## src/sv/modular_dot_product_karatsuba_core_defines.svh

```systemverilog
// assertion macros shared by the modular dot product core
// depends on nothing; included by the modules that carry checks
`ifndef MODULAR_DOT_PRODUCT_KARATSUBA_CORE_DEFINES_SVH
`define MODULAR_DOT_PRODUCT_KARATSUBA_CORE_DEFINES_SVH

`ifndef SYNTHESIS
// condition must never hold outside reset
`define MDK_ASSERT_NEVER(lbl, clk, rst, cond) \
  lbl: assert property (@(posedge clk) disable iff (rst) !(cond)) \
    else $error("assertion failed");
// antecedent implies consequent in the same cycle
`define MDK_ASSERT_IMPLIES(lbl, clk, rst, ante, cons) \
  lbl: assert property (@(posedge clk) disable iff (rst) (ante) |-> (cons)) \
    else $error("assertion failed");
`else
`define MDK_ASSERT_NEVER(lbl, clk, rst, cond)
`define MDK_ASSERT_IMPLIES(lbl, clk, rst, ante, cons)
`endif

`endif

```

## src/sv/mdk_pkg.sv

```systemverilog
// shared types and constants of the modular dot product core
// depends on nothing
package mdk_pkg;

  localparam int BLOCK_LEN   = 256;
  localparam int LIMB_BITS   = 27;
  localparam int CNT_W       = $clog2(BLOCK_LEN + 1);
  localparam int QUEUE_DEPTH = 4;
  localparam int QPTR_W      = $clog2(QUEUE_DEPTH);

  // configuration register indexes
  localparam logic [1:0] REG_MODULUS = 2'd0;
  localparam logic [1:0] REG_POW32   = 2'd1;
  localparam logic [1:0] REG_POW27   = 2'd2;
  localparam logic [1:0] REG_POW54   = 2'd3;

  // one multiplied item between front and back
  typedef struct packed {
    logic [63:0] p_low;
    logic [63:0] p_mid;
    logic [63:0] p_high;
    logic [51:0] init;
    logic        first;
    logic        last;
  } item_t;

  // request to the modular multiply unit
  typedef struct packed {
    logic        start;
    logic [52:0] x;
    logic [52:0] y;
  } mm_req_t;

  // response of the modular multiply unit
  typedef struct packed {
    logic        done;
    logic [52:0] r;
  } mm_rsp_t;

endpackage

```

## src/sv/mdk_queue.sv

```systemverilog
// short queue of product beats between front and back
// depends on mdk_pkg and the assertion macro header
`include "modular_dot_product_karatsuba_core_defines.svh"
module mdk_queue (
  input  logic           clk,
  input  logic           rst,
  input  logic           push,
  input  mdk_pkg::item_t push_item,
  input  logic           pop,
  output mdk_pkg::item_t pop_item,
  output logic           full,
  output logic           empty
);

  mdk_pkg::item_t mem [mdk_pkg::QUEUE_DEPTH];
  logic [mdk_pkg::QPTR_W-1:0] wr_ptr, rd_ptr;
  logic [mdk_pkg::QPTR_W:0]   count;

  assign full  = (count == (mdk_pkg::QPTR_W + 1)'(mdk_pkg::QUEUE_DEPTH));
  assign empty = (count == '0);
  assign pop_item = mem[rd_ptr];

  // storage
  always_ff @(posedge clk) begin
    if (push) mem[wr_ptr] <= push_item;
  end

  // pointers and fill level
  always_ff @(posedge clk) begin
    if (rst) begin
      wr_ptr <= '0;
      rd_ptr <= '0;
      count  <= '0;
    end else begin
      if (push) wr_ptr <= wr_ptr + 1'b1;
      if (pop) rd_ptr <= rd_ptr + 1'b1;
      if (push && !pop) count <= count + 1'b1;
      else if (pop && !push) count <= count - 1'b1;
    end
  end

  `MDK_ASSERT_NEVER(a_queue_level, clk, rst, count > (mdk_pkg::QPTR_W + 1)'(mdk_pkg::QUEUE_DEPTH))

endmodule

```

## config.mk

```make
export PLATFORM = sky130hd
export DESIGN_NAME = mdk_queue
export DESIGN_NICKNAME = d
export VERILOG_FILES = /design/src/sv/mdk_pkg.sv /design/src/sv/mdk_queue.sv
export VERILOG_INCLUDE_DIRS = /design/src /design/src/sv
export SDC_FILE = /design/constraint.sdc
export NUM_CORES = 1
export LEC_CHECK = 0
export ABC_AREA = 1
export BUFFER_PORTS_ARGS = -buffer_cell sky130_fd_sc_hd__buf_4
export CAP_MARGIN = 20
export CORE_AREA = 5 5 278 280
export DETAILED_ROUTE_END_ITERATION = 10
export DIE_AREA = 0 0 283 285
export PLACE_DENSITY = 0.7
export SKIP_LAST_GASP = 1
export SYNTH_ARGS = -nofsm -noshare
export SYNTH_HDL_FRONTEND = slang
export SYNTH_SLANG_ARGS = --single-unit
```

## constraint.sdc

```tcl
create_clock -name clk -period 22.5 [get_ports clk]
set_clock_uncertainty 0.2 [all_clocks]
set_input_delay 5.625 -clock clk [delete_from_list [all_inputs] [get_ports clk]]
set_output_delay 5.625 -clock clk [all_outputs]
set_load 0.01 [all_outputs]
```

==> results of run 1 <==
## placed cells by master (no fill, tap or decap), types with 2 or more instances in the layout
cell type,n
diode_2,13
buf_12,2
nand2_1,9
ha_1,5
clkinvlp_4,3
dfxtp_1,7
o21ai_1,122
inv_1,11
clkinv_16,3
inv_6,4
bufinv_16,8
dfxtp_4,2
o21ai_0,375
clkbuf_8,5
clkinv_2,20
clkinv_1,24
inv_16,2
nor3_1,2
nor2_1,498
buf_4,518
clkbuf_16,98
a21oi_1,3
clkbuf_1,16
edfxtp_1,984
inv_8,4
o22ai_1,246
## synth_stat cells
cell      count  share of area, %
nor3_1        2             0.027
nand2_1       9             0.092
fa_1          1             0.054
clkbuf_1     79              0.80
nor2_1      498               5.1
inv_1        15              0.15
inv_2         1             0.010
inv_8         1             0.031
edfxtp_1    984                80
o21ai_1     122               1.7
buf_8         3              0.12
buf_6        35               1.1
nand4_1       1             0.017
dfxtp_1       9              0.49
o21ai_0     375               5.1
o22ai_1     246               4.2
xor2_1        1             0.024
buf_4        21              0.43
nand3_1       1             0.014
ha_1          5              0.17
buf_2        25              0.34
a21oi_1       3             0.041
## power groups by stage
stage,Clock (mW),Sequential [mW],Combinational (mW)
2_1_floorplan,0,2.19,0.204
3_3_place_gp,0,2.18,0.397
3_5_place_dp,0,2.18,0.408
4_1_cts,1.61,2.14,0.410
5_1_grt,1.70,2.14,0.443
6_report,1.58,2.14,0.409
## worst max-delay path: stages (launching register included)
cell	delay, ps
dfxtp_4	550
inv_16	680
buf_4	860
buf_4	730
o21ai_0	250
o22ai_1	200
buf_4	160
## cell type report
cell class | instances | area [µm²] | area share (%)
Sequential cell | 993 | 29700 | 67.2
Clock inverter | 62 | 589 | 1.33
Antenna cell | 13 | 32.5 | 0.0735
Clock buffer | 119 | 2580 | 5.83
Inverter | 17 | 115 | 0.260
Multi-Input combinational cell | 1264 | 6060 | 13.7
Tap cell | 969 | 1210 | 2.74
Timing Repair Buffer | 521 | 3960 | 8.93
## logic make-up after synthesis
kind of cell / count (synthesis) / share of synthesized area, %
adders and majority gates: 6 / 0.224
DFF: 993 / 80.6
AOI/OAI and AO/OA: 746 / 11.0
xor gates and xnor gates: 1 / 0.0238
buffers and inverters: 180 / 2.96
and+or+nand+nor: 511 / 5.22
## registers in the layout (all words and copies together), names as in the netlist, named ones only
register and cells:
mem 984, count 3, rd_ptr 2, wr_ptr 2
## path summary, 6_finish.rpt
check                              start               endpoint  slack [ps]  depth (start not counted)
setup reg to reg  wr_ptr[0]$_SDFFE_PP0P_  mem[0][125]$_DFFE_PP_       18960                          6
setup / recovery                register          pop_item[126]       12360                          6
hold / removal    rd_ptr[1]$_SDFFE_PP0P_               register         240                          1
hold reg to reg   rd_ptr[1]$_SDFFE_PP0P_               register         240                          1
## per-stage QoR
step	setup slack, ps	instances
floorplan	11330	2437
global route	12090	3956
CTS	12360	3943
detailed placement	13070	3762
global placement	13260	3762
finish	12360	3958
## layer usage
metal  global-route usage (%)  share of wire [%]  up-vias
li1                         -                  -    10200
met1                     25.0                 38    11000
met2                     34.8                 50      815
met3                     6.20                8.7      159
met4                     8.02                3.2       10
met5                        0              0.075        -
==> impl_metrics.py, run 1 <==
metrics = {
    "place": {
        "dp_hpwl_um": 50300,
        "placed_area_um2": 41000,
        "gp_congestion": 0.782,
        "io_buffers": 497,
    },
    "cts": {
        "clock-sinks": 993,
        "postCtsHoldBufs": 0,
        "clockBufferDepth": 3,
        "clock_latency_ps": 640,
        "cts_root_buf": "clkbuf_16",
        "cts.repair.resized": 0,
        "cts_tree": "built",
        "numCtsBuffers": 97,
        "htree_levels": 3,
        "cts_setup_buffers": 0,
        "path_clk_slew_ps": 60,
    },
    "status": {
        "status": "completed",
    },
    "logic_synthesis": {
        "syn_inst": 2437,
        "avgSynthCellArea_um2": 15.1,
        "yosysSeqAreaShare_pct": 80.6,
        "yosysWarningCount": 0,
        "synth-seq-cells": 993,
        "synth_nets": 2693,
        "synth.distinct_cells": 22,
        "synthesis.area_um2": 36900,
    },
    "critical_path": {
        "critical_path_class": "reg2out",
        "critPathCaptureType": "output port",
        "crit_fanout": 269,
        "cp-start-kind": "register",
        "crit_arrival_ps": 4310,
        "required_ps": 16670,
    },
    "timing": {
        "rsz0062_at_grt": "false",
        "finalHoldViolCount": 0,
        "max_freq_mhz": 98.6,
        "period_share_pct": 45.1,
        "timing.slew.headroom_pct": 24.6,
        "timing.setup.tns_ps": 0,
        "tightest_slew_ps": 1130,
        "whs_ps": 240,
        "setup_viol": 0,
        "drv_slew": 0,
        "layout_min_cycle_time_ps": 10140,
    },
    "floorplan": {
        "core_region_area_um2": 74200,
        "io_pins": 498,
        "die_w_um": 283,
        "dieArea_um2": 80700,
        "die_y_um": 285,
        "rows": 100,
        "initial_core_util_pct": 49.7,
    },
    "pwr": {
        "clkPwrFrac_pct": 38.3,
        "pwr-share-seq_pct": 51.8,
        "combPwrFrac_pct": 9.9,
        "p_sw_mw": 0.943,
        "cellInternalPower_mw": 3.19,
        "leakagePower_nw": 15.3,
        "vdd_ir_drop_max_mv": 0.0663,
        "p_total_mw": 4.13,
        "swShare_pct": 22.8,
        "pwr_density_cell_nw_per_um2": 93.3,
    },
    "global_routing": {
        "antenna_found_initial": 18,
        "grt_overflow_total": 0,
        "grt_pass1_wl_um": 130000,
        "grt_pass1_vias": 22300,
        "grt_max_degree": 270,
        "track_usage_pct": 20.5,
    },
    "detailed_routing": {
        "vias": 22200,
        "routed_wl_um": 86500,
        "ant_nets": 0,
        "drt-initial-drc-count": 1674,
        "vias_per_cell": 5.61,
        "dr.pass1.iters": 5,
        "routedWlPerCell_um": 21.9,
        "post-route-drc-count": 0,
    },
    "finish": {
        "finish.utilization_pct": 59.7,
        "fillers": 5506,
        "drive_gt1_share_pct": 22.5,
        "syn_to_final_growth_pct": 20.1,
        "fin_nets": 3150,
        "finalInstanceArea_um2": 44300,
    },
    "flow_run": {
        "maxCapViolations": 0,
    },
    "hold_path": {
        "hold_path.class": "reg2reg",
    },
}
Note: power is estimated with default switching activity, not from simulation.
==> run 2: changes to the inputs <==
Settings changed: PLACE_DENSITY 0.7 to 0.73.
Clock period 22.5 ns to 9.1 ns, I/O delays scaled along.
==> run 2 against run 1 <==
Effect of this change:
- clock power increased by 140%
- combinational power increased by 150%
- sequential power grew 150%
- total power up 150%
- critical endpoint is now pop_item[102]
- cell count decreased by 0.30%
- first-iteration DRC count rose by 15%
- clock-buffer cell count up 4
- global-route usage shrank 0.22 points
- flip-flop and latch count unchanged
==> impl_metrics.py, run 2 (synthesized netlist as in run 1, its figures left out) <==
metrics = {
    "status": {
        "status": "completed",
    },
    "detailed_routing": {
        "drt-initial-drc-count": 1924,
        "ant_nets": 0,
        "post-route-drc-count": 0,
        "routed_wl_um": 86300,
        "vias_per_cell": 5.69,
        "routedWlPerCell_um": 21.9,
        "dr.pass1.iters": 7,
        "vias": 22400,
    },
    "finish": {
        "fillers": 5430,
        "multiInputGateArea_um2": 6060,
        "finalInstanceArea_um2": 44200,
        "seq_area_um2": 29700,
        "fin_nets": 3148,
        "layout_commonest_cell": "edfxtp_1",
        "largest-register": "mem",
        "largest_register_ffs": 984,
        "finish.utilization_pct": 59.6,
        "syn_to_final_growth_pct": 19.9,
        "drive_gt1_share_pct": 22.3,
        "final_cell_mix": "edfxtp_1, buf_4, nor2_1",
        "fin_cells": 3946,
        "biggestRegsByFlops": "mem x984, count x3",
    },
    "critical_path": {
        "crit_fanout": 100,
        "r2r-start": "wr_ptr[1]$_SDFFE_PP0P_",
        "crit_family": "buffers and inverters",
        "reg2reg_slack_ps": 6160,
        "max_stage_delay_ps": 830,
        "critPathSlowestCell": "buf_4",
        "r2r-end": "mem[1][128]$_DFFE_PP_",
        "critPathCaptureType": "output port",
        "critical_path_class": "reg2out",
        "r2r_cells": 5,
        "path_buf_inv": 3,
        "path_common_cell": "buf_4",
        "crit_chain": "buf_4 -> buf_4 -> o21ai_0 -> o22ai_1 -> buf_4",
        "cp-start-kind": "register",
        "crit_arrival_ps": 3640,
        "required_ps": 6630,
    },
    "floorplan": {
        "core_region_area_um2": 74200,
        "rows": 100,
        "die_w_um": 283,
        "die_y_um": 285,
        "dieArea_um2": 80700,
        "io_pins": 498,
        "initial_core_util_pct": 49.7,
    },
    "hold_path": {
        "hold_path.class": "reg2reg",
        "hold_depth": 1,
        "hp-start": "rd_ptr[1]$_SDFFE_PP0P_",
    },
    "pwr": {
        "p_total_mw": 10.2,
        "p_sw_mw": 2.32,
        "combPwrFrac_pct": 10.0,
        "swShare_pct": 22.7,
        "leakagePower_nw": 15.3,
        "vdd_ir_drop_max_mv": 0.179,
        "cellInternalPower_mw": 7.86,
        "pwr-share-seq_pct": 51.9,
        "clkPwrFrac_pct": 38.1,
        "pwr_density_cell_nw_per_um2": 230,
    },
    "timing": {
        "drv_slew": 0,
        "period_share_pct": 67.2,
        "worst_slack_ps": 2980,
        "finalHoldViolCount": 0,
        "setup_viol": 0,
        "layout_min_cycle_time_ps": 6120,
        "max_freq_mhz": 163,
        "whs_ps": 271,
        "timing.slew.headroom_pct": 25.8,
        "tightest_slew_ps": 1110,
        "timing.setup.tns_ps": 0,
        "rsz0062_at_grt": "false",
    },
    "cts": {
        "cts_tree": "built",
        "htree_levels": 3,
        "postCtsHoldBufs": 0,
        "clock-sinks": 993,
        "cts_root_buf": "clkbuf_16",
        "path_clk_slew_ps": 60,
        "cts_setup_buffers": 0,
        "clockBufferDepth": 3,
        "cts.repair.resized": 0,
        "clock_latency_ps": 630,
        "numCtsBuffers": 97,
    },
    "place": {
        "io_buffers": 497,
        "dp_hpwl_um": 49800,
        "placed_area_um2": 41100,
        "pre_cts_ws_ps": 3750,
        "dp.cells": 3762,
        "gp_congestion": 0.801,
    },
    "global_routing": {
        "track_usage_pct": 20.3,
        "grt_max_degree": 208,
        "grt_pass1_wl_um": 129000,
        "grt_pass1_vias": 22300,
        "antenna_found_initial": 7,
        "grt_overflow_total": 0,
    },
    "flow_run": {
        "maxCapViolations": 0,
    },
}
## run 2: cell types whose count changed in the layout (fill, tap and decap cells not counted)
cell	before	now
buf_12	2	4
buf_16	1	0
buf_4	518	515
bufinv_16	8	7
clkbuf_1	16	20
clkbuf_16	98	99
clkbuf_8	5	4
clkinv_1	24	21
clkinv_2	20	16
clkinvlp_4	3	2
diode_2	13	6
inv_6	4	6
## run 2: layout make-up
class                      instances  area share, %
clock buffer                     123           5.90
inverter                          17          0.260
multi-input combinational       1264           13.7
tap                              969           2.74
timing repair buffer             519           8.92
antenna                            6         0.0339
sequential                       993           67.2
clock inverter                    55           1.22
## run 2: layer usage
| metal | GRT usage [%] | share of wire, % | wire, µm |
|---|---|---|---|
| met5 | 0 | 0.023 | 20 |
| met2 | 35.7 | 52 | 44600 |
| met3 | 5.23 | 8.1 | 6980 |
| met1 | 24.8 | 38 | 32400 |
| met4 | 6.57 | 2.7 | 2330 |
## run 2: power groups by stage
stage / Clock, mW / Combinational (mW) / Sequential, mW
2_1_floorplan: 0 / 0.504 / 5.40
3_3_place_gp: 0 / 0.992 / 5.37
3_5_place_dp: 0 / 1.02 / 5.38
4_1_cts: 3.95 / 1.03 / 5.29
5_1_grt: 4.15 / 1.10 / 5.30
6_report: 3.87 / 1.02 / 5.28
## run 2: worst max path at each step
stage          cells past startpoint  slack, ps             endpoint
2_1_floorplan                      2       1280  mem[2][0]$_DFFE_PP_
3_3_place_gp                       5       3700         pop_item[76]
3_5_place_dp                       5       3750        pop_item[129]
4_1_cts                            5       3030        pop_item[102]
5_1_grt                            5       2830        pop_item[129]
6_report                           5       2980        pop_item[102]
