==> config.mk <==
export PLATFORM = sky130hd
export DESIGN_NAME = mdk_back
export DESIGN_NICKNAME = d
export VERILOG_FILES = /design/src/sv/mdk_pkg.sv /design/src/sv/mdk_mulmod.sv /design/src/sv/mdk_back.sv
export VERILOG_INCLUDE_DIRS = /design/src /design/src/sv
export SDC_FILE = /design/constraint.sdc
export NUM_CORES = 2
export LEC_CHECK = 0
export BUFFER_PORTS_ARGS = -buffer_cell sky130_fd_sc_hd__buf_2
export CELL_PAD_IN_SITES_DETAIL_PLACEMENT = 0
export CELL_PAD_IN_SITES_GLOBAL_PLACEMENT = 1
export CORE_MARGIN = 2
export CORE_UTILIZATION = 42
export CTS_CLUSTER_DIAMETER = 60
export CTS_CLUSTER_SIZE = 16
export DETAILED_ROUTE_END_ITERATION = 10
export GPL_TIMING_DRIVEN = 0
export PLACE_DENSITY_LB_ADDON = 0.25
export SETUP_SLACK_MARGIN = 0.02
export SLEW_MARGIN = 20
export SYNTH_ARGS = -nofsm -noshare
export SYNTH_HDL_FRONTEND = slang
export SYNTH_SLANG_ARGS = --single-unit
==> constraint.sdc <==
create_clock -name clk -period 11.3 [get_ports clk]
set_input_delay 2.26 -clock clk [delete_from_list [all_inputs] [get_ports clk]]
set_output_delay 2.26 -clock clk [all_outputs]
set_load 0.05 [all_outputs]
==> src/sv/modular_dot_product_karatsuba_core_defines.svh <==
// assertion macros shared by the modular dot product core
// depends on nothing; included by the modules that carry checks
`ifndef MODULAR_DOT_PRODUCT_KARATSUBA_CORE_DEFINES_SVH
`define MODULAR_DOT_PRODUCT_KARATSUBA_CORE_DEFINES_SVH

`ifndef SYNTHESIS
// condition must never hold outside reset
`define MDK_ASSERT_NEVER(lbl, clk, rst, cond) \
  lbl: assert property (@(posedge clk) disable iff (rst) !(cond)) \
    else $error("assertion failed");
// antecedent implies consequent in the same cycle
`define MDK_ASSERT_IMPLIES(lbl, clk, rst, ante, cons) \
  lbl: assert property (@(posedge clk) disable iff (rst) (ante) |-> (cons)) \
    else $error("assertion failed");
`else
`define MDK_ASSERT_NEVER(lbl, clk, rst, cond)
`define MDK_ASSERT_IMPLIES(lbl, clk, rst, ante, cons)
`endif

`endif

==> src/sv/mdk_pkg.sv <==
// shared types and constants of the modular dot product core
// depends on nothing
package mdk_pkg;

  localparam int BLOCK_LEN   = 256;
  localparam int LIMB_BITS   = 27;
  localparam int CNT_W       = $clog2(BLOCK_LEN + 1);
  localparam int QUEUE_DEPTH = 4;
  localparam int QPTR_W      = $clog2(QUEUE_DEPTH);

  // configuration register indexes
  localparam logic [1:0] REG_MODULUS = 2'd0;
  localparam logic [1:0] REG_POW32   = 2'd1;
  localparam logic [1:0] REG_POW27   = 2'd2;
  localparam logic [1:0] REG_POW54   = 2'd3;

  // one multiplied item between front and back
  typedef struct packed {
    logic [63:0] p_low;
    logic [63:0] p_mid;
    logic [63:0] p_high;
    logic [51:0] init;
    logic        first;
    logic        last;
  } item_t;

  // request to the modular multiply unit
  typedef struct packed {
    logic        start;
    logic [52:0] x;
    logic [52:0] y;
  } mm_req_t;

  // response of the modular multiply unit
  typedef struct packed {
    logic        done;
    logic [52:0] r;
  } mm_rsp_t;

endpackage

==> src/sv/mdk_mulmod.sv <==
// bit-serial modular multiply, one bit of y per cycle, x below n
// depends on mdk_pkg and the assertion macro header
`include "modular_dot_product_karatsuba_core_defines.svh"
module mdk_mulmod (
  input  logic             clk,
  input  logic             rst,
  input  mdk_pkg::mm_req_t req,
  input  logic [52:0]      n,
  output mdk_pkg::mm_rsp_t rsp
);

  logic        busy, done;
  logic [5:0]  bit_idx;
  logic [52:0] x, y, nr, r;
  logic [53:0] r_sh, r_a, r_b, r_c;
  logic [52:0] r_new;

  // double, then add x when the bit is set, reducing after each
  always_comb begin
    r_sh = {r, 1'b0};
    r_a  = (r_sh >= {1'b0, nr}) ? r_sh - {1'b0, nr} : r_sh;
    r_b  = r_a + {1'b0, x};
    r_c  = (r_b >= {1'b0, nr}) ? r_b - {1'b0, nr} : r_b;
    r_new = y[bit_idx] ? r_c[52:0] : r_a[52:0];
  end

  always_ff @(posedge clk) begin
    if (rst) begin
      busy <= 1'b0;
      done <= 1'b0;
      r    <= '0;
    end else begin
      done <= busy && (bit_idx == 6'd0);
      if (req.start) begin
        busy <= 1'b1;
        r    <= '0;
      end else if (busy) begin
        r <= r_new;
        if (bit_idx == 6'd0) busy <= 1'b0;
      end
    end
  end

  // operands and bit counter
  always_ff @(posedge clk) begin
    if (req.start) begin
      x       <= req.x;
      y       <= req.y;
      nr      <= n;
      bit_idx <= 6'd52;
    end else if (busy) begin
      bit_idx <= bit_idx - 1'b1;
    end
  end

  assign rsp.done = done;
  assign rsp.r    = r;

  `MDK_ASSERT_IMPLIES(a_mm_reduced, clk, rst, busy, r < nr)

endmodule

==> src/sv/mdk_back.sv <==
// back: accumulates the three sums and folds or closes them through the mulmod unit
// depends on mdk_pkg, mdk_mulmod and the assertion macro header
`include "modular_dot_product_karatsuba_core_defines.svh"
module mdk_back (
  input  logic           clk,
  input  logic           rst,
  input  mdk_pkg::item_t q_item,
  input  logic           q_empty,
  output logic           q_pop,
  input  logic [52:0]    n,
  input  logic [51:0]    pow32_residue,
  input  logic [51:0]    pow27_residue,
  input  logic [51:0]    pow54_residue,
  output logic           out_valid,
  input  logic           out_stall,
  output logic [51:0]    residue
);

  localparam logic [1:0] ST_ACC   = 2'd0;
  localparam logic [1:0] ST_ISSUE = 2'd1;
  localparam logic [1:0] ST_WAIT  = 2'd2;
  localparam logic [1:0] ST_EMIT  = 2'd3;

  localparam logic [3:0] OP_P32  = 4'd0;
  localparam logic [3:0] OP_P27  = 4'd1;
  localparam logic [3:0] OP_P54  = 4'd2;
  localparam logic [3:0] OP_HI0  = 4'd3;
  localparam logic [3:0] OP_LO0  = 4'd4;
  localparam logic [3:0] OP_HI1  = 4'd5;
  localparam logic [3:0] OP_LO1  = 4'd6;
  localparam logic [3:0] OP_HI2  = 4'd7;
  localparam logic [3:0] OP_LO2  = 4'd8;
  localparam logic [3:0] OP_MID  = 4'd9;
  localparam logic [3:0] OP_HIGH = 4'd10;

  function automatic logic [51:0] mod_add(input logic [51:0] a, input logic [51:0] b,
                                          input logic [52:0] m);
    logic [53:0] s;
    s = {2'b00, a} + {2'b00, b};
    if (s >= {1'b0, m}) s = s - {1'b0, m};
    return s[51:0];
  endfunction

  logic [1:0]  state;
  logic [3:0]  op;
  logic        closing;
  logic [63:0] acc_low, acc_mid, acc_high, diff;
  logic [mdk_pkg::CNT_W-1:0] count;
  logic [51:0] p32r, p27r, p54r, t, r0, r1, r2, v, fin;

  logic [63:0] base_low, base_mid, base_high, low_n, mid_n, high_n;
  logic [mdk_pkg::CNT_W-1:0] cnt_n;
  logic        trigger;
  logic [63:0] sel_sum;
  logic [32:0] mag;
  logic [52:0] one;
  logic [51:0] res, t_new;
  logic        out_free;
  mdk_pkg::mm_req_t mm_req;
  mdk_pkg::mm_rsp_t mm_rsp;

  mdk_mulmod u_mulmod (
    .clk (clk),
    .rst (rst),
    .req (mm_req),
    .n   (n),
    .rsp (mm_rsp)
  );

  assign q_pop    = (state == ST_ACC) && !q_empty;
  assign out_free = !out_valid || !out_stall;
  assign one      = (n == 53'd1) ? 53'd0 : 53'd1;
  assign res      = mm_rsp.r[51:0];

  // accumulate step
  always_comb begin
    base_low  = q_item.first ? {12'b0, q_item.init} : acc_low;
    base_mid  = q_item.first ? {12'b0, q_item.init} : acc_mid;
    base_high = q_item.first ? 64'd0 : acc_high;
    low_n     = base_low + q_item.p_low;
    mid_n     = base_mid + q_item.p_mid;
    high_n    = base_high + q_item.p_high;
    cnt_n     = (q_item.first ? '0 : count) + 1'b1;
    trigger   = q_item.last || (cnt_n == mdk_pkg::CNT_W'(mdk_pkg::BLOCK_LEN));
  end

  // sum under reduction and its 2^32 magnitude word
  always_comb begin
    unique case (op)
      OP_HI0, OP_LO0: sel_sum = acc_low;
      OP_HI1, OP_LO1: sel_sum = diff;
      default:        sel_sum = acc_high;
    endcase
    if (sel_sum[63]) mag = 33'h1_0000_0000 - {1'b0, sel_sum[63:32]};
    else mag = {1'b0, sel_sum[63:32]};
    if (!sel_sum[63] || (res == 52'd0)) t_new = res;
    else t_new = 52'(n - {1'b0, res});
  end

  // operand select for the mulmod unit
  always_comb begin
    mm_req.start = (state == ST_ISSUE);
    unique case (op)
      OP_P32:                 begin mm_req.x = one; mm_req.y = {1'b0, pow32_residue}; end
      OP_P27:                 begin mm_req.x = one; mm_req.y = {1'b0, pow27_residue}; end
      OP_P54:                 begin mm_req.x = one; mm_req.y = {1'b0, pow54_residue}; end
      OP_HI0, OP_HI1, OP_HI2: begin mm_req.x = {1'b0, p32r}; mm_req.y = {20'b0, mag}; end
      OP_LO0, OP_LO1, OP_LO2: begin mm_req.x = one; mm_req.y = {21'b0, sel_sum[31:0]}; end
      OP_MID:                 begin mm_req.x = {1'b0, p27r}; mm_req.y = {1'b0, r1}; end
      OP_HIGH:                begin mm_req.x = {1'b0, p54r}; mm_req.y = {1'b0, r2}; end
      default:                begin mm_req.x = one; mm_req.y = '0; end
    endcase
  end

  // control and sums
  always_ff @(posedge clk) begin
    if (rst) begin
      state     <= ST_ACC;
      acc_low   <= '0;
      acc_mid   <= '0;
      acc_high  <= '0;
      count     <= '0;
      out_valid <= 1'b0;
    end else begin
      // result beat taken, unless a new one is loaded in the same cycle
      if (out_valid && !out_stall && !(state == ST_EMIT && closing)) out_valid <= 1'b0;
      unique case (state)
        ST_ACC: begin
          if (q_pop) begin
            acc_low  <= low_n;
            acc_mid  <= mid_n;
            acc_high <= high_n;
            count    <= cnt_n;
            if (trigger) state <= ST_ISSUE;
          end
        end
        ST_ISSUE: state <= ST_WAIT;
        ST_WAIT: begin
          if (mm_rsp.done) begin
            if (op == OP_HIGH) state <= ST_EMIT;
            else state <= ST_ISSUE;
          end
        end
        ST_EMIT: begin
          if (!closing) begin
            acc_low  <= {12'b0, fin};
            acc_mid  <= {12'b0, fin};
            acc_high <= '0;
            count    <= '0;
            state    <= ST_ACC;
          end else if (out_free) begin
            out_valid <= 1'b1;
            acc_low   <= '0;
            acc_mid   <= '0;
            acc_high  <= '0;
            count     <= '0;
            state     <= ST_ACC;
          end
        end
        default: state <= ST_ACC;
      endcase
    end
  end

  // reduction sequence data
  always_ff @(posedge clk) begin
    if (state == ST_ACC && q_pop && trigger) begin
      op      <= OP_P32;
      closing <= q_item.last;
      diff    <= mid_n - low_n - high_n;
    end
    if (state == ST_WAIT && mm_rsp.done) begin
      op <= op + 1'b1;
      unique case (op)
        OP_P32:                 p32r <= res;
        OP_P27:                 p27r <= res;
        OP_P54:                 p54r <= res;
        OP_HI0, OP_HI1, OP_HI2: t <= t_new;
        OP_LO0:                 r0 <= mod_add(t, res, n);
        OP_LO1:                 r1 <= mod_add(t, res, n);
        OP_LO2:                 r2 <= mod_add(t, res, n);
        OP_MID:                 v <= mod_add(r0, res, n);
        OP_HIGH:                fin <= mod_add(v, res, n);
        default:                v <= v;
      endcase
    end
    if (state == ST_EMIT && closing && out_free) residue <= fin;
  end

  `MDK_ASSERT_IMPLIES(a_count_bound, clk, rst, state == ST_ACC, count < mdk_pkg::CNT_W'(mdk_pkg::BLOCK_LEN))
  `MDK_ASSERT_IMPLIES(a_out_reduced, clk, rst, out_valid, {1'b0, residue} < n)

endmodule

==> flow_metrics.tcl <==
set metrics [dict create \
    ant_nets 0 \
    syn_to_final_growth_pct 14.0 \
    critPathMaxStageDelay_ns 0.49 \
    p_leak_nw 40.5 \
    yosysTopAreaCell "edfxtp_1" \
    grt_max_degree 73 \
    grt_pass1_wl_um 554000 \
    worst-path-buf-inv 4 \
    post-route-period-util_pct 96.3 \
    cap_viol_max_count 0 \
    wirelength_um 400000 \
    port_buffers 511 \
    seq_area_frac_synth_pct 33.3 \
    fp-row-count 163 \
    critical_path.slowest_cell "fa_1" \
    tritoncts "done" \
    yosys-top-cells-count "a21oi_1 (874), ha_1 (784), edfxtp_1 (746), nand2_1 (719), nor2_1 (664)" \
    via_per_inst 6.23 \
    arrival_ns 11.44 \
    synthesis.nets 10618 \
    grt_usage_pct 38.3 \
    fmax_ghz 0.0919 \
    critPathTopFamily "compound AO/OA/AOI/OAI gates" \
    worst-setup-path-type "in -> reg" \
    insertion_delay_ns 0.84 \
    clkTransAtPathRegs_ns 0.06 \
    setup_viol 0 \
    power_density_nw_per_um2 165 \
    synth_most_common_cell "a21oi_1" \
    ys.flop_type "edfxtp_1" \
    grt_pass1_vias 75333 \
    drt_iter0_drc 8726 \
    synth-edff-count 746 \
    required_ns 11.86 \
    layout_min_cycle_time_ns 10.88 \
    ys_ff_latch 1011 \
    first_pass_iters 10 \
    slew_headroom_pct 14.2 \
    layout-drive-gt1-share_pct 10.7 \
    gp_congestion 1.03 \
    syn_avg_cell_area_um2 8.93 \
    hold_viol_final 0 \
    die_w_um 449 \
    report.final.slew_viol_count 0 \
    core_um2 197000 \
    status "finished, final reports clean" \
    crit_path_end_kind "flip-flop" \
    start_kind "input pin" \
    gr-total-overflow 0 \
    cts_buffers 131 \
    antenna_found_initial 24 \
    die_h_um 449 \
    synth_top_area_share_pct 27.0 \
    grt_setup_unrepaired "false" \
    die_area_um2 201000 \
    synth_cells 9299 \
    filler_cell_count 19204 \
    syn_area_um2 83100 \
    crit_path_max_fanout 10 \
    cts_max_path_buffers 3 \
    synth.distinct_cells 97 \
    clock_sinks 1011 \
    io_pins 513 \
    yosysWarnings 0 \
    hold_path_class "reg -> reg" \
    hpwl_um 333000 \
    p_total_mw 15.7 \
    wl_per_cell_um 31.4 \
    fin_skew_ns 0.0294 \
    synthTopCellsByArea "edfxtp_1 (27%), ha_1 (12%), dfxtp_1 (6.4%)" \
    worst_ir_drop_vdd_uv 146 \
    async_reset_ff_share_pct 0 \
    hold_buffers 0 \
    worst_pin_slew_ns 1.27 \
    nets 11300 \
    drc 0 \
    via_count 79349 \
    post-route-util_pct 48.1 \
    cts_root_buf "clkbuf_16" \
    start_util_pct 42.2 \
    htree_num_levels 4 \
]
final timing paths:
check	from	cells after the start	end	slack (ns)
worst max-delay path	q_item[1]	37	diff[63]$_DFFE_PP_	0.42
worst min-delay path	acc_mid[57]$_SDFFE_PP0P_	2	acc_mid[57]$_SDFFE_PP0P_	0.44
worst max register to register	u_mulmod.r[35]$_SDFFE_PP0P_	37	u_mulmod.r[5]$_SDFFE_PP0P_	0.47
worst min register to register	acc_mid[57]$_SDFFE_PP0P_	2	acc_mid[57]$_SDFFE_PP0P_	0.44
routing by layer:
| layer | routed length [um] | global-route usage (%) | up-vias |
|---|---|---|---|
| met4 | 29400 | 24.4 | 4 |
| met3 | 27700 | 5.72 | 841 |
| li1 | - | - | 36084 |
| met5 | 27 | 0 | - |
| met2 | 183000 | 62.2 | 3592 |
| met1 | 160000 | 47.5 | 38828 |
stage by stage:
step	TNS (ns)	setup WS [ns]	hold WS [ns]	std cells	cell area, um2
finish	0	0.415	0.444	12745	94700
global route	0	0.0669	0.468	12735	94700
CTS	0	0.0219	0.449	12726	94400
detailed placement	-119.68	-2.20	0.436	12485	89700
global placement	-174.32	-3.18	0.427	12450	88900
floorplan	0	1.58	0.417	9299	83100
worst register-to-register path: cells and delay by family (launching register included):
family	cells	cell delay (ns)
buffers and inverters	6	1.55
AND/OR/NAND/NOR	14	3.36
XOR/XNOR	1	0.10
AO/OA/AOI/OAI	12	3.03
multiplexers	1	0.25
flip-flops	1	1.01
adder cells (fa/ha/maj)	3	1.34
where the power goes:
part           internal [mW]  switching (mW)  total, mW  leakage, nW
registers               4.43           0.164       4.59         8.86
logic                   2.44            4.15       6.60         29.5
clock network           2.46            2.01       4.47         2.19
sequential cells by signal (all words and copies together) (netlist names), 4 cells and up:
name,count
acc_high,64
acc_low,64
acc_mid,64
count,9
diff,64
fin,52
op,4
p27r,52
p32r,52
p54r,52
r0,52
r1,52
r2,52
residue,52
t,52
u_mulmod.bit_idx,6
u_mulmod.nr,53
u_mulmod.r,53
u_mulmod.x,52
u_mulmod.y,52
v,52
timing repair:
item	in CTS	in global routing
setup endpoints to repair	76	63
cloned	0	0
buffers inserted	0	3
gates resized for setup	55	73
pin swaps	0	6
layout make-up:
class	instances	area [um2]	share of cell area, %
sequential	1011	27800	29.3
buffer	348	1470	1.56
multi-input combinational	7358	52200	55.1
antenna	16	40.0	0.0423
clock buffer	142	3410	3.61
tap	2640	3300	3.49
timing repair buffer	549	3200	3.38
inverter	582	2180	2.31
clock inverter	99	1130	1.19
cells in the final DEF, fill, tap and decap left out, types with 50 or more instances in the layout:
cell	Yosys	routed
a222oi_1	120	120
nor2b_1	203	203
o211ai_1	58	58
a211oi_1	106	104
nor3_1	132	129
nor2_1	664	658
a221oi_1	57	55
ha_1	784	784
and3_1	75	74
nand2_1	719	719
a31oi_1	74	71
a22oi_1	134	134
o21ai_0	649	635
a21o_1	484	484
and2_1	55	52
fa_1	76	76
nand4_1	115	115
edfxtp_1	746	746
xnor2_1	440	439
inv_1	579	579
nor4_1	54	50
xor2_1	277	277
clkbuf_16	0	135
nand2b_1	116	116
nand3_1	178	177
a22o_1	60	60
mux2i_1	68	68
o21a_1	86	86
a21oi_1	874	870
o21bai_1	127	127
dfxtp_1	265	230
buf_2	9	525
clkbuf_1	299	263
cell families after synthesis:
family	Yosys count	synth area share [%]
AO/OA/AOI/OAI	3197	25.2
AND/OR/NAND/NOR	2449	14.0
flip-flops	1011	33.3
buffers and inverters	930	4.29
adder cells (fa/ha/maj)	860	13.6
XOR/XNOR	718	7.59
multiplexers	134	1.94
(Power assumes the default switching activity.)
